`src/hdl/isg_pkg.sv`:
```
// ----------------------------------------------------------------------------
// isg_pkg
// shared types and constants of the mod-257 image share generator
// ----------------------------------------------------------------------------
package isg_pkg;

  localparam logic [47:0] LCG_MULT   = 48'h0005_DEEC_E66D;
  localparam logic [47:0] LCG_ADD    = 48'd11;
  localparam logic [15:0] RESET_SEED = 16'd691;
  localparam logic [8:0]  FIELD_TOP  = 9'd256;

  // register indexes on the config port
  localparam logic [1:0] REG_THRESHOLD_K = 2'd0;
  localparam logic [1:0] REG_SHARE_COUNT = 2'd1;
  localparam logic [1:0] REG_SEED        = 2'd2;

  typedef struct packed {
    logic [7:0] pixel;
    logic       first;
  } in_t;

  typedef struct packed {
    logic [7:0] share_value;
    logic [4:0] share_number;
    logic       last;
  } out_t;

  // coefficient travelling down the cell row
  typedef struct packed {
    logic       vld;
    logic       start;
    logic [7:0] coef;
  } link_t;

endpackage

```
`src/hdl/image_share_generator_mod257_core.sv`:
```
// a pixel that does not close a section goes through S_LCGA and S_LCGB only; a
// closing pixel then runs evaluation passes (S_EVAL feeds k coefficients, then
// S_DRAIN, S_CHECK; more passes when a share hits 256), then n share items, one
// per cycle unless out_ready stalls; in_ready stays low until the last is loaded
// reset: synchronous, restores config defaults, keystream to the default seed
// ----------------------------------------------------------------------------
// image_share_generator_mod257_core
// whitens pixels with an lcg keystream and emits shamir shares over gf(257)
// ----------------------------------------------------------------------------
module image_share_generator_mod257_core #(
  parameter int MAX_SHARES    = 16,
  parameter int MAX_THRESHOLD = 16
) (
  input  logic          clk,
  input  logic          rst,
  input  logic          in_valid,
  output logic          in_ready,
  input  isg_pkg::in_t  in_data,
  output logic          out_valid,
  input  logic          out_ready,
  output isg_pkg::out_t out_data,
  input  logic          psel,
  input  logic          penable,
  input  logic          pwrite,
  input  logic [3:0]    paddr,
  input  logic [31:0]   pwdata,
  output logic [31:0]   prdata,
  output logic          pready
);
  import isg_pkg::*;

  localparam int XW  = $clog2(MAX_SHARES + 1);
  localparam int SIW = $clog2(MAX_SHARES);
  localparam int KW  = $clog2(MAX_THRESHOLD + 1);
  localparam int IW  = $clog2(MAX_THRESHOLD);

  typedef enum logic [6:0] {
    S_IDLE  = 7'b0000001,
    S_LCGA  = 7'b0000010,
    S_LCGB  = 7'b0000100,
    S_EVAL  = 7'b0001000,
    S_DRAIN = 7'b0010000,
    S_CHECK = 7'b0100000,
    S_EMIT  = 7'b1000000
  } state_t;

  state_t state;
  state_t state_next;

  logic [4:0]  threshold_k;
  logic [4:0]  share_count;
  logic [15:0] seed;

  logic [KW-1:0] k_eff;
  logic [XW-1:0] n_eff;

  logic [7:0]    pixel;
  logic [7:0]    coefs [MAX_THRESHOLD];
  logic [KW-1:0] fill;
  logic [IW-1:0] fidx;
  logic [KW-1:0] fill_new;
  logic [IW-1:0] feed;
  logic [XW-1:0] drain;
  logic [SIW-1:0] eidx;
  logic          nz_found;
  logic [IW-1:0] nz_idx;
  logic [7:0]    nz_val;
  logic          bad;

  logic          accept;
  logic          cfg_wr;
  logic          out_load;
  logic [7:0]    key;

  link_t         links [MAX_SHARES+1];
  logic [8:0]    accs  [MAX_SHARES];

  assign pready   = 1'b1;
  assign cfg_wr   = psel && penable && pwrite;
  assign in_ready = (state == S_IDLE);
  assign accept   = in_valid && in_ready;
  assign out_load = (state == S_EMIT) && (!out_valid || out_ready);

  always_comb begin
    if (threshold_k < 5'd2) begin
      k_eff = KW'(2);
    end else if (int'(threshold_k) > MAX_THRESHOLD) begin
      k_eff = KW'(MAX_THRESHOLD);
    end else begin
      k_eff = KW'(threshold_k);
    end
    if (share_count < 5'd2) begin
      n_eff = XW'(2);
    end else if (int'(share_count) > MAX_SHARES) begin
      n_eff = XW'(MAX_SHARES);
    end else begin
      n_eff = XW'(share_count);
    end
  end

  // config port
  always_ff @(posedge clk) begin
    if (rst) begin
      threshold_k <= 5'd2;
      share_count <= 5'd2;
      seed        <= RESET_SEED;
    end else if (cfg_wr) begin
      unique case (paddr[3:2])
        REG_THRESHOLD_K: threshold_k <= pwdata[4:0];
        REG_SHARE_COUNT: share_count <= pwdata[4:0];
        REG_SEED:        seed        <= pwdata[15:0];
        default: ;
      endcase
    end
  end

  always_comb begin
    unique case (paddr[3:2])
      REG_THRESHOLD_K: prdata = {27'd0, threshold_k};
      REG_SHARE_COUNT: prdata = {27'd0, share_count};
      REG_SEED:        prdata = {16'd0, seed};
      default:         prdata = 32'd0;
    endcase
  end

  isg_lcg u_lcg (
    .clk     (clk),
    .rst     (rst),
    .reseed  (accept && in_data.first),
    .seed    (seed),
    .step_lo (state == S_LCGA),
    .step_hi (state == S_LCGB),
    .key     (key)
  );

  // cell row, cell j evaluates at x = j + 1
  assign links[0].vld   = (state == S_EVAL);
  assign links[0].start = (KW'(feed) == k_eff - KW'(1));
  assign links[0].coef  = coefs[feed];

  for (genvar j = 0; j < MAX_SHARES; j++) begin : g_cell
    isg_cell #(
      .X  (j + 1),
      .XW (XW)
    ) u_cell (
      .clk      (clk),
      .rst      (rst),
      .link_in  (links[j]),
      .link_out (links[j+1]),
      .acc      (accs[j])
    );
  end

  always_comb begin
    bad = 1'b0;
    for (int j = 0; j < MAX_SHARES; j++) begin
      if ((XW'(j) < n_eff) && (accs[j] == FIELD_TOP)) begin
        bad = 1'b1;
      end
    end
  end

  assign fidx     = (fill >= KW'(MAX_THRESHOLD)) ? '0 : fill[IW-1:0];
  assign fill_new = KW'(fidx) + KW'(1);

  always_comb begin
    state_next = state;
    unique case (state)
      S_IDLE:  if (accept) state_next = S_LCGA;
      S_LCGA:  state_next = S_LCGB;
      S_LCGB:  state_next = (fill_new >= k_eff) ? S_EVAL : S_IDLE;
      S_EVAL:  if (feed == '0) state_next = S_DRAIN;
      S_DRAIN: if (drain == XW'(MAX_SHARES - 1)) state_next = S_CHECK;
      S_CHECK: state_next = (bad && nz_found) ? S_EVAL : S_EMIT;
      S_EMIT:  if (out_load && (XW'(eidx) + XW'(1) == n_eff)) state_next = S_IDLE;
      default: state_next = S_IDLE;
    endcase
  end

  always_ff @(posedge clk) begin
    if (rst) begin
      state <= S_IDLE;
      fill  <= '0;
    end else begin
      state <= state_next;
      if (accept && in_data.first) begin
        fill <= '0;
      end else if (state == S_LCGB) begin
        fill <= (fill_new >= k_eff) ? '0 : fill_new;
      end
    end
  end

  always_ff @(posedge clk) begin
    if (accept) begin
      pixel <= in_data.pixel;
    end
    if (state == S_LCGB) begin
      coefs[fidx] <= pixel ^ key;
    end else if ((state == S_CHECK) && bad && nz_found) begin
      coefs[nz_idx] <= nz_val - 8'd1;
    end
  end

  // feed a(k-1) first, remember the lowest non-zero coefficient on the way
  always_ff @(posedge clk) begin
    if ((state == S_LCGB) || (state == S_CHECK)) begin
      feed     <= IW'(k_eff - KW'(1));
      nz_found <= 1'b0;
    end else if (state == S_EVAL) begin
      if (feed != '0) begin
        feed <= feed - IW'(1);
      end
      if (coefs[feed] != 8'd0) begin
        nz_found <= 1'b1;
        nz_idx   <= feed;
        nz_val   <= coefs[feed];
      end
    end
  end

  always_ff @(posedge clk) begin
    if (state == S_EVAL) begin
      drain <= '0;
    end else if (state == S_DRAIN) begin
      drain <= drain + XW'(1);
    end
  end

  always_ff @(posedge clk) begin
    if (state == S_CHECK) begin
      eidx <= '0;
    end else if (out_load) begin
      eidx <= eidx + SIW'(1);
    end
  end

  always_ff @(posedge clk) begin
    if (rst) begin
      out_valid <= 1'b0;
    end else if (out_load) begin
      out_valid <= 1'b1;
    end else if (out_ready) begin
      out_valid <= 1'b0;
    end
  end

  always_ff @(posedge clk) begin
    if (out_load) begin
      out_data.share_value  <= accs[eidx][7:0];
      out_data.share_number <= 5'(XW'(eidx) + XW'(1));
      out_data.last         <= (XW'(eidx) + XW'(1) == n_eff);
    end
  end

endmodule

```
`src/hdl/isg_lcg.sv`:
```
// ----------------------------------------------------------------------------
// isg_lcg
// 48-bit linear congruential keystream, multiply split into low and high steps
// ----------------------------------------------------------------------------
module isg_lcg (
  input  logic        clk,
  input  logic        rst,
  input  logic        reseed,
  input  logic [15:0] seed,
  input  logic        step_lo,
  input  logic        step_hi,
  output logic [7:0]  key
);
  import isg_pkg::*;

  localparam logic [16:0] MULT_LO = LCG_MULT[16:0];
  localparam logic [17:0] MULT_HI = LCG_MULT[34:17];

  logic [47:0] gen;
  logic [47:0] p_lo;
  logic [47:0] p_lo_next;
  logic [30:0] p_hi;
  logic [47:0] gen_next;

  assign p_lo_next = gen * {31'd0, MULT_LO};
  assign p_hi      = gen[30:0] * {13'd0, MULT_HI};
  assign gen_next  = p_lo + {p_hi, 17'd0} + LCG_ADD;

  // byte of the advanced state, valid while step_hi is high
  assign key = gen_next[47:40];

  always_ff @(posedge clk) begin
    if (step_lo) begin
      p_lo <= p_lo_next;
    end
  end

  always_ff @(posedge clk) begin
    if (rst) begin
      gen <= {32'd0, RESET_SEED} ^ LCG_MULT;
    end else if (reseed) begin
      gen <= {32'd0, seed} ^ LCG_MULT;
    end else if (step_hi) begin
      gen <= gen_next;
    end
  end

endmodule

```
`src/hdl/isg_cell.sv`:
```
// ----------------------------------------------------------------------------
// isg_cell
// one horner step mod 257 at a fixed point x, passes the coefficient on
// ----------------------------------------------------------------------------
module isg_cell #(
  parameter int X  = 1,
  parameter int XW = 5
) (
  input  logic                clk,
  input  logic                rst,
  input  isg_pkg::link_t      link_in,
  output isg_pkg::link_t      link_out,
  output logic [8:0]          acc
);
  import isg_pkg::*;

  localparam int PW = 10 + XW;

  logic [PW-1:0] v;
  logic [PW-1:0] hi;
  logic [PW-1:0] lo;
  logic [PW-1:0] res;

  always_comb begin
    v = (link_in.start ? '0 : PW'(acc) * PW'(X)) + PW'(link_in.coef);
    hi = v >> 8;
    lo = PW'(v[7:0]);
    // 256 == -1 mod 257
    if (lo >= hi) begin
      res = lo - hi;
    end else begin
      res = lo + PW'(257) - hi;
    end
  end

  always_ff @(posedge clk) begin
    if (link_in.vld) begin
      acc <= res[8:0];
    end
  end

  always_ff @(posedge clk) begin
    if (rst) begin
      link_out.vld <= 1'b0;
    end else begin
      link_out.vld <= link_in.vld;
    end
  end

  always_ff @(posedge clk) begin
    link_out.start <= link_in.start;
    link_out.coef  <= link_in.coef;
  end

endmodule

```
`config.mk`:
```
export PLATFORM = sky130hd
export DESIGN_NAME = image_share_generator_mod257_core
export DESIGN_NICKNAME = d
export VERILOG_FILES = /design/src/hdl/isg_pkg.sv /design/src/hdl/image_share_generator_mod257_core.sv /design/src/hdl/isg_lcg.sv /design/src/hdl/isg_cell.sv
export SDC_FILE = /design/constraint.sdc
export NUM_CORES = 2
export LEC_CHECK = 0
export ABC_CLOCK_PERIOD_IN_PS = 19700
export BUFFER_PORTS_ARGS = -buffer_cell sky130_fd_sc_hd__buf_4
export CAP_MARGIN = 20
export CORE_MARGIN = 2
export CORE_UTILIZATION = 51
export DETAILED_ROUTE_END_ITERATION = 8
export GPL_TIMING_DRIVEN = 1
export PLACE_DENSITY = 0.67
export SLEW_MARGIN = 10
export SYNTH_ARGS = -nofsm -noshare
export SYNTH_HDL_FRONTEND = slang
export SYNTH_SLANG_ARGS = --single-unit
```
`constraint.sdc`:
```
create_clock -name clk -period 19.7 [get_ports clk]
set_input_delay 1.97 -clock clk [delete_from_list [all_inputs] [get_ports clk]]
set_output_delay 1.97 -clock clk [all_outputs]
set_load 0.01 [all_outputs]
```
Word-level counts from Yosys, hierarchy flattened
Memories as Yosys holds them, arrays and structs flattened. A register that Yosys moved wholly into a read port is not among the register bits.
Index checks and enable logic that the tools add are counted.
{"block": "word_totals", "word_cells": 368, "mem_bits_rw": 128, "n_memories": 1, "regBits": 477}
{"name": "coefs", "depth": 16, "word_bits": 8, "read_ports": 1, "rd_clocked_by_memory_dff": 1, "wr": 1, "line_no": "image_share_generator_mod257_core.sv:58", "text": "logic [7:0] coefs [MAX_THRESHOLD];"}
{"block": "op_classes", "bitwise": 4, "n_lt_le_gt_ge": 39, "n_mux": 81, "n_addsub": 73, "reduce_logical": 45, "mul": 13, "n_eq_ne": 32}
{"operator": "$add A15 B8 Y15", "n": 16}
{"operator": "$mux W9", "n": 17}
{"operator": "$add A8 B9 Y9 const B", "n": 16}
{"operator": "$eq A9 B9 Y1 const B", "n": 16}
{"operator": "$sub A8 B7 Y9", "n": 16}
{"operator": "$sub A9 B7 Y9", "n": 16}
{"operator": "$ge A8 B7 Y1", "n": 16}
{"operator": "$mux W13", "n": 8}
{"operator": "$mux W35", "n": 2}
{"operator": "$mul A9 B4 Y13 const B", "n": 4}
{"operator": "$pmux W7 S7", "n": 1}
{"operator": "$add A48 B4 Y48 const B", "n": 1}
{"operator": "$add A48 B48 Y48", "n": 1}
{"operator": "$mul A48 B16 Y48 const B", "n": 1}
{"operator": "$mul A9 B3 Y12 const B", "n": 4}
{"operator": "$mux W12", "n": 4}
{"operator": "$pmux W16 S3", "n": 1}
{"operator": "$lt A4 B5 Y1 const A", "n": 8}
{"operator": "$bmux W9 S4", "n": 1}
{"operator": "$mux W7", "n": 5}
{"operator": "$mul A9 B2 Y11 const B", "n": 3}
{"operator": "$mul A31 B17 Y30 const B", "n": 1}
{"operator": "$mux W4", "n": 7}
{"operator": "$logic_and A1 B1 Y1", "n": 25}
{"operator": "other kinds (48)", "n": 97}

Logic depth before layout (Yosys ltp)
{"block": "logic_depth", "depth_word": 28, "mapped_depth": 33, "ltp_nobuf": 33}

By module
A second synthesis with hierarchy kept.
{"block": "hier_totals", "cells_unflattened": 6637, "area_unflattened_um2": 67295.8}
{"module": "isg_lcg", "cells_per_inst": 2254, "seq_area_each_um2": 2402.3, "area_each_um2": 22421.5, "n_inst": 1}
{"module": "image_share_generator_mod257_core", "cells_per_inst": 828, "seq_area_each_um2": 6045.8, "area_each_um2": 11006.8, "n_inst": 1}
{"module": "isg_cell (g_cell[14].u_cell)", "cells_per_inst": 298, "seq_area_each_um2": 470.5, "area_each_um2": 2793.9, "n_inst": 1}
{"module": "isg_cell (g_cell[12].u_cell)", "cells_per_inst": 280, "seq_area_each_um2": 470.5, "area_each_um2": 2666.3, "n_inst": 1}
{"module": "isg_cell (g_cell[10].u_cell)", "cells_per_inst": 288, "seq_area_each_um2": 470.5, "area_each_um2": 2655.0, "n_inst": 1}
{"module": "isg_cell (g_cell[13].u_cell)", "cells_per_inst": 240, "seq_area_each_um2": 470.5, "area_each_um2": 2368.5, "n_inst": 1}
{"module": "isg_cell (g_cell[9].u_cell)", "cells_per_inst": 240, "seq_area_each_um2": 470.5, "area_each_um2": 2264.7, "n_inst": 1}
{"module": "isg_cell (g_cell[11].u_cell)", "cells_per_inst": 229, "seq_area_each_um2": 470.5, "area_each_um2": 2252.2, "n_inst": 1}
{"module": "isg_cell (g_cell[6].u_cell)", "cells_per_inst": 232, "seq_area_each_um2": 470.5, "area_each_um2": 2248.4, "n_inst": 1}
{"module": "isg_cell (g_cell[8].u_cell)", "cells_per_inst": 245, "seq_area_each_um2": 470.5, "area_each_um2": 2207.1, "n_inst": 1}
{"module": "isg_cell (g_cell[4].u_cell)", "cells_per_inst": 227, "seq_area_each_um2": 470.5, "area_each_um2": 2139.6, "n_inst": 1}
{"module": "isg_cell (g_cell[5].u_cell)", "cells_per_inst": 219, "seq_area_each_um2": 470.5, "area_each_um2": 2009.4, "n_inst": 1}
{"module": "isg_cell (g_cell[2].u_cell)", "cells_per_inst": 215, "seq_area_each_um2": 470.5, "area_each_um2": 1985.7, "n_inst": 1}
{"module": "isg_cell (g_cell[7].u_cell)", "cells_per_inst": 180, "seq_area_each_um2": 470.5, "area_each_um2": 1771.7, "n_inst": 1}
{"module": "4 more rows"}

Worst setup path after synthesis
Ideal clock, no wire load.
{"block": "synth_path", "path_kind": "reg2reg", "startpoint": "register u_lcg.gen[7]", "endpoint": "memory coefs[0][7] (data pin)", "path_stages_with_launch": 32, "slack_ns": 11.604, "setup_ns": 0.291, "t_arrival_ns": 7.805, "required_time_ns": 19.409, "cell_sequence": "dfxtp_1 > ha_1 > inv_1 > fa_1 > inv_1 > fa_1 > inv_1 > fa_1 > inv_1 > fa_1 > inv_1 > fa_1 > inv_1 > ha_1 > a21o_1 > a31o_2 > a21o_1 > nand2_1 > o221ai_1 > o21ai_1 > o21ai_1 > or4_1 > a2111o_1 > o211ai_1 > ha_1 > and3_1 > nand2_1 > o21ai_0 > a41oi_2 > xnor3_1 > xor2_1 > a21oi_1"}
{"block": "synth_via", "elab_chain_cells": 5}
{"item": "start: declaration", "line_no": "isg_lcg.sv:19", "text": "logic [47:0] gen;"}
{"item": "start signal: assignment", "line_no": "isg_lcg.sv:40", "text": "gen <= {32'd0, RESET_SEED} ^ LCG_MULT;"}
{"item": "start signal: assignment", "line_no": "isg_lcg.sv:42", "text": "gen <= {32'd0, seed} ^ LCG_MULT;"}
{"item": "start signal: assignment", "line_no": "isg_lcg.sv:44", "text": "gen <= gen_next;"}
{"item": "$mul A31 B17 Y30", "line_no": "isg_lcg.sv:26", "text": "assign p_hi = gen[30:0] * {13'd0, MULT_HI};"}
{"item": "$add A48 B48 Y48", "line_no": "isg_lcg.sv:27", "text": "assign gen_next = p_lo + {p_hi, 17'd0} + LCG_ADD;"}
{"item": "$add A48 B4 Y48", "line_no": "isg_lcg.sv:27"}
{"item": "$xor A8 B8 Y8", "line_no": "image_share_generator_mod257_core.sv:199", "text": "coefs[fidx] <= pixel ^ key;"}
{"item": "$mux W8 (no source line)"}
{"item": "end: declaration", "line_no": "image_share_generator_mod257_core.sv:58"}
No other way between the ends.

Final worst setup path
{"block": "layout_path", "startpoint": "register u_lcg.gen[9]", "endpoint": "memory coefs[6][7] (data pin)"}
The elaborated chain is that of the path after synthesis.

==> results.cfg <==
[synth]
yosysSeqAreaShare_pct = 25.2
async_reset_ff_share_pct = 0
synth_cell_types = 83
avgSynthCellArea_um2 = 10.0
synth_compound_area_share_pct = 10.2
synth_fa_ha_area_share_pct = 35.7
synth_top_family_by_area = adder cells
synth_top_area_share_pct = 18.7
ys_warn_count = 0
synthTopCellsByArea = fa_1 (19%), edfxtp_1 (17%), ha_1 (17%)
yosys_register_bits = 609
muxShareOfSynthArea_pct = 4.11
synth_ff_type = edfxtp_1
synth_simple_gate_area_share_pct = 9.31
yosys.area.top_type = fa_1
synth.cell_area_um2 = 62500
synth-edff-count = 358
synth_cells = 6237
synth-xor-area-share_pct = 7.91

[sta]
fin_skew_ns = 0.0551
min_period_ns = 9.04
min_period_over_period_pct = 45.9
slew_headroom_pct = 25.1
tightest_slew_ns = 1.11
rsz0062_at_grt = false
hold_viol_final = 0
setup_violations = 0
slew_viol_final = 0
holdWs_ns = 0.361
tns_ns = 0
fmax_ghz = 0.111

[floorplan]
initial_core_util_pct = 51.4
placementRows = 128
die_area_um2 = 125000
io_pins = 101
die_w_um = 354
die_y_um = 354
core-area_um2 = 122000

[setup_path]
cp-start-kind = flip-flop
path_max_fanout = 13
startpoint = u_lcg.gen[9]
critical_path_arrival_ns = 9.45
endpoint_kind = flip-flop
required_ns = 20.11
r2r_start = u_lcg.gen[9]
path_class = flip-flop to flip-flop
cp_slowest_cell = dfxtp_1
cp_common_cell = inv_1
critPathMaxStageDelay_ns = 0.93

[route]
finalWirelength_um = 155000
drc = 0
avgViaCountPerCell = 5.46
via_count = 43800
drt.antenna.violating_nets = 0
topRoutingLayerUsed = met5
wl_met3_um = 9310
met1_length_um = 68200
post_drt_wl_per_cell_um = 19.4
wl_met2_um = 73100
dr.pass1.iters = 6
drtIter0Drc = 3015

[global_routing]
grt-ovfl-total = 0
grt_pass1_vias = 45200
grt_start_max_net_pins = 63
grt_pass1_wl_um = 247000
grt_antenna_before_repair = 6
track_usage_pct = 25.2

[cts]
hold_buffers = 0
cts_buffers = 67
cts-htree-levels = 3
clk_pin_slew_ns = 0.06
cts_tree = built
cts_resized = 0
clock_path_buffers = 3
cts_root_buf = clkbuf_16
cts_num_sinks = 609
post-cts-setup-buffers = 0
worstSkewPairLatency_ns = 0.68

[run_status]
run_status = finished, final reports clean

[finish]
final_cell_mix = inv_1 (1130), ha_1 (845), fa_1 (585)
nets = 7820
drive_above_1_share_pct = 5.77
final_common_cell = inv_1
stdcell_area_um2 = 67400
final-instance-count-excl-fill = 8019
syn_to_final_growth_pct = 7.87

[run]
drv_cap = 0

[place]
dp.cells = 7887
placed_area_um2 = 65000
port-buffer-count = 65
gp_congestion = 0.944
dp_hpwl_um = 127000

[worst_hold_path]
worstHoldStart = g_cell[13].u_cell.link_out[0]
hold_path_class = flip-flop to flip-flop
## registers in the layout, indices dropped and copies added (netlist names), 5 cells and up, named ones only
name and flops:
coefs 128, drain 5, fill 5, g_cell.u_cell.acc 144, g_cell.u_cell.link_out 150, nz_val 8
out_data 14, pixel 8, seed 16, share_count 5, state 7, threshold_k 5
u_lcg.gen 48, u_lcg.p_lo 48
## metal layers
layer  global-route usage, %  up-vias
met4                    7.06        4
li1                        -    20900
met3                    3.51      259
met5                       0        -
met1                    34.3    21500
met2                    41.9     1104
## cells in the mapped netlist, drive strengths merged (28+ instances only)
cell type	n
nand2b	46
nor2	434
o21bai	133
clkbuf	79
a21oi	401
fa	585
dfxtp	251
inv	1130
mux2i	50
nor3	57
and3	37
edfxtp	358
xnor2	376
o21a	28
mux4	80
a31oi	39
nand4	28
ha	845
o21ai	184
nand3	81
a21o	115
xor2	178
nor2b	129
nand2	251
buf	31
## path summary, 6_finish.rpt
check	cells after the start	slack (ns)	endpoint
worst max-delay path	34	10.66	coefs[6][7]
worst min-delay path	0	0.36	g_cell[14].u_cell.link_out[0]
worst max register to register	34	10.66	coefs[6][7]
worst min register to register	0	0.36	g_cell[14].u_cell.link_out[0]
## worst max-delay path, delay by kind of cell, from the launching register on
family / cells / cell delay [ns]
compound gates: 11 / 1.96
xor+xnor: 3 / 0.86
fa+ha+maj: 8 / 3.61
buf+inv: 7 / 0.64
flops: 1 / 0.93
simple gates: 5 / 0.75
## metrics by stage
stage / worst slack (ns) / utilization (%)
finish: 10.66 / 55.4
global route: 10.16 / 55.4
CTS: 10.28 / 55.3
detailed placement: 10.29 / 53.4
global placement: 10.41 / 53.4
floorplan: 11.60 / -
## logic make-up (layout without fill, tap and decap cells)
| group | count (synthesis) | count (layout) |
|---|---|---|
| muxes | 154 | 154 |
| buffers and inverters | 1240 | 1374 |
| DFF | 609 | 609 |
| AOI/OAI and AO/OA | 1030 | 1030 |
| and+or+nand+nor | 1213 | 1213 |
| other | 2 | 25 |
| xor gates and xnor gates | 558 | 558 |
| adders and majority gates | 1431 | 1431 |
## final cells by class
type,count,area (µm²)
Clock buffer,89,1920
Inverter,1130,4240
Antenna cell,2,5.00
Clock inverter,34,410
Sequential cell,609,15800
Tap cell,1625,2030
Fill cell,10600,54300
Timing Repair Buffer,121,920
Multi-Input combinational cell,4409,42100
Power is left out: the tool's default activity adds up to more than one toggle a clock period on the data nets, which glitch-free logic cannot reach.
